File: config.mk
export PLATFORM = sky130hd
export DESIGN_NAME = efh_alu
export DESIGN_NICKNAME = d
export VERILOG_FILES = /design/src/rtl/efh_pkg.sv /design/src/rtl/efh_alu.sv
export SDC_FILE = /design/constraint.sdc
export NUM_CORES = 1
export LEC_CHECK = 0
export ABC_AREA = 1
export BUFFER_PORTS_ARGS = -buffer_cell sky130_fd_sc_hd__buf_2
export CELL_PAD_IN_SITES_DETAIL_PLACEMENT = 1
export CELL_PAD_IN_SITES_GLOBAL_PLACEMENT = 1
export CORE_MARGIN = 1.5
export CORE_UTILIZATION = 38
export DETAILED_ROUTE_END_ITERATION = 6
export GPL_ROUTABILITY_DRIVEN = 0
export GPL_TIMING_DRIVEN = 0
export PLACE_DENSITY_LB_ADDON = 0.08
export SKIP_LAST_GASP = 1
export SLEW_MARGIN = 10
export SYNTH_ARGS = -nofsm -noshare
export SYNTH_HDL_FRONTEND = slang
export SYNTH_SLANG_ARGS = --single-unit
export TNS_END_PERCENT = 100
File: constraint.sdc
create_clock -name vclk -period 5.16
set_input_delay 0.774 -clock vclk [all_inputs]
set_output_delay 0.774 -clock vclk [all_outputs]
set_load 0.01 [all_outputs]
File: src/rtl/efh_pkg.sv
`timescale 1ns / 1ps
// ----------------------------------------------------------------------------
// efh_pkg
// Shared constants, types and helpers of the explicit free-list heap allocator.
// ----------------------------------------------------------------------------
package efh_pkg;

  localparam int unsigned HEAP_BYTES = 32768;
  localparam int unsigned HEAP_WORDS = HEAP_BYTES / 8;
  localparam int unsigned WIDX_W     = $clog2(HEAP_WORDS);
  localparam int unsigned STEP_W     = $clog2(HEAP_WORDS) + 1;
  localparam int unsigned DW         = 32;

  typedef logic [DW-1:0]     dw_t;
  typedef logic [WIDX_W-1:0] widx_t;

  localparam dw_t HEAP_LIMIT  = dw_t'(HEAP_BYTES);
  localparam dw_t WSIZE       = dw_t'(8);
  localparam dw_t MIN_BLOCK   = dw_t'(32);
  localparam dw_t LOW2        = dw_t'(3);
  localparam dw_t LOW3        = dw_t'(7);
  localparam dw_t START_MARK  = dw_t'(8 | 3);
  localparam dw_t END_MARK    = dw_t'(3);
  localparam logic [15:0] CHUNK_RESET = 16'(1 << 10);

  localparam logic [1:0] CMD_ALLOC = 2'd0;
  localparam logic [1:0] CMD_FREE  = 2'd1;
  localparam logic [1:0] CMD_INIT  = 2'd2;
  localparam logic [1:0] CMD_NOP   = 2'd3;

  localparam logic [1:0] ST_OK      = 2'd0;
  localparam logic [1:0] ST_NOSPACE = 2'd1;
  localparam logic [1:0] ST_ZERO    = 2'd2;

  typedef struct packed {
    dw_t  a;
    dw_t  b;
    logic sub;
  } alu_op_t;

  typedef struct packed {
    dw_t  y;
    logic ge;
  } alu_res_t;

  typedef struct packed {
    logic  we;
    widx_t widx;
    dw_t   wdata;
    widx_t ridx;
  } mem_req_t;

  function automatic widx_t word_idx(dw_t a);
    return a[WIDX_W+2:3];
  endfunction

endpackage

File: src/rtl/efh_alu.sv
`timescale 1ns / 1ps
// ----------------------------------------------------------------------------
// efh_alu
// Shared adder and unsigned comparator used by the steps of the sequencer.
// ----------------------------------------------------------------------------
module efh_alu (
  input  efh_pkg::alu_op_t  op_i,
  output efh_pkg::alu_res_t res_o
);

  logic [efh_pkg::DW:0] sum;

  always_comb begin
    if (op_i.sub) begin
      sum = {1'b0, op_i.a} - {1'b0, op_i.b};
    end else begin
      sum = {1'b0, op_i.a} + {1'b0, op_i.b};
    end
    res_o.y  = sum[efh_pkg::DW-1:0];
    res_o.ge = op_i.sub & ~sum[efh_pkg::DW];
  end

endmodule

==> out/qor.csv <==
stage;metric;value;unit
status;outcome;completed;
power;power_density;145;nW/um^2
run;maxCapViolCount;0;
timing;tightestPinTransition;0.606;ns
cells_and_area;fillerInstances;1504;
setup_path;critPathLaunchType;input pin;
cells_and_area;drive_above_1_share;18.4;%
setup_path;path_class;in2out;
setup_path;cp_slowest_cell;ha_1;
cells_and_area;multi_input_area;2990;sq um
timing;fmax;235;MHz
timing;hold_viol;0;
cells_and_area;final_common_cell;nand2_1;
routing;wirelength;13000;um
setup_path;crit_fanout;5;
routing;vias;4680;
timing;slew_headroom;59.6;%
cells_and_area;fin_nets;951;
floorplanning;die_h;101;um
hold_path;hold_start;op_i[1];
floorplanning;initial_core_util;39.3;%
global_route;grt_pass1_vias;4760;
global_route;grt_pass1_wl;21500;um
floorplanning;num_rows;35;
routing;ant_nets;0;
floorplanning;die_area;10200;sq um
cells_and_area;nFlopsAndLatches;0;
setup_path;arrival;3.48;ns
timing;finalMaxSlewViolations;0;
cells_and_area;diodes;0;
setup_path;crit_chain;buf_2, inv_1, ha_1, nand3_4, nor2_8, nand2_4, nor2_4, nand2_2, nand2_2, xor2_1, ha_1, nand2_1, inv_1, a21oi_1, nor2_1, nor2_1, inv_1, nor2_1, a21oi_2, buf_2;
timing;setup_viol;0;
yosys;synth_area;3650;sq um
setup_path;crit_required;4.39;ns
routing;avgRoutedWirePerCell;13.3;um
placement;hpwlAfterDp;12000;um
cells_and_area;final_cell_mix;nand2_1, inv_1, buf_2, nor2_1, nand3_1;
placement;io_buffers;98;
routing;drc;0;
hold_path;hold_path.class;in2out;
setup_path;cpLargestDelayFamily;simple AND/OR/NAND/NOR gates;
setup_path;crit_buf_inv;5;
global_route;grt_usage;26.1;%
floorplanning;core;9280;sq um
timing;tns;0;ns
yosys;ys_types;29;
clocking;cts.repair.resized;0;
yosys;syn_area_per_cell;4.85;sq um
clocking;cts_hold_buf;0;
timing;rsz0062_at_grt;no;
cells_and_area;instances_no_fill;979;
routing;avgViaCountPerCell;4.78;
global_route;grt_max_degree;11;
clocking;post_cts_buffers;0;
floorplanning;die_x;101;um
yosys;ys_seq_area_share;0;%
power;power;626;uW
global_route;grt_overflow;0;
power;ir_drop;0.0000570;V
cells_and_area;ff_latch_area;0;sq um
routing;drtIter0Drc;87;
routing;drt_pre_antenna_iters;4;
yosys;synth_nets;851;
cells_and_area;final_cell_area;4300;sq um
floorplanning;pin_count;98;
setup_path;crit_path_start;op_i[1];
timing;min_period;4.25;ns
yosys;syn_inst;752;
placement;place_inst;979;
setup_path;endpoint_kind;output port;
placement;placed_cell_area;4300;sq um
global_route;antenna_found_initial;0;
timing;post-route-period-util;82.4;%
yosys;ys_warn_count;0;
setup_path;cpPeakStageDelay;0.33;ns
cells_and_area;areaGrowthSynthToFinish;17.9;%
power;p_leak;0.00285;uW
cells_and_area;clockBufferCount;0;
[metrics by stage]
stage	setup slack [ns]	hold slack, ns	util (%)
6_report	0.909	1.91	46.3
5_1_grt	0.619	1.94	46.3
4_1_cts	0.893	1.92	46.3
3_5_place_dp	0.904	1.92	46.3
3_3_place_gp	0.988	1.91	46.3
2_1_floorplan	1.62	1.71	-
[metal layers]
layer	up-vias	GRT usage, %	routed length, um
met5	-	0	0
met4	0	3.74	222
met3	13	0.139	237
met2	78	50.8	6590
met1	2169	32.7	5990
li1	2420	-	-
[synthesized netlist by cell type (2+ instances only)]
cell,number,area share [%]
nor2_4,5,1.5
nand3_1,42,5.8
nand2_1,302,31
nor2_2,8,1.4
nand2_2,23,3.9
ha_1,33,11
inv_2,6,0.62
a21oi_2,2,0.48
nor3_2,2,0.55
nand3_2,5,1.4
buf_2,2,0.27
and2_1,3,0.51
nor2_1,71,7.3
o21ai_1,5,0.69
o21ai_0,10,1.4
a21oi_1,21,2.9
nor3_1,2,0.27
inv_1,164,17
xor2_1,36,8.6
[cell type report]
type,instances,area share [%]
buffer,4,0.582
inverter,170,14.8
multi-input combinational,578,69.4
tap,129,3.75
timing repair buffer,98,11.4
[power by group]
part           switching, uW  leakage (uW)  internal (uW)
registers                  0             0              0
logic                    401       0.00285            225
clock network              0             0              0
total                    401       0.00285            225
[worst paths after layout]
kind	endpoint	slack (ns)	depth (start not counted)
worst max-delay path	res_o[0]	0.91	20
worst min-delay path	res_o[1]	1.91	4
[cells by family (layout without fill, tap and decap cells)]
| logic type | count (synthesis) | after routing | synth area share (%) |
|---|---|---|---|
| AOI/OAI and AO/OA | 41 | 41 | 6.07 |
| adders and majority gates | 34 | 34 | 11.9 |
| buffers and inverters | 174 | 272 | 18.2 |
| and+or+nand+nor | 466 | 466 | 55.0 |
| xor gates and xnor gates | 37 | 37 | 8.88 |
Note: power is estimated with default switching activity, not from simulation.
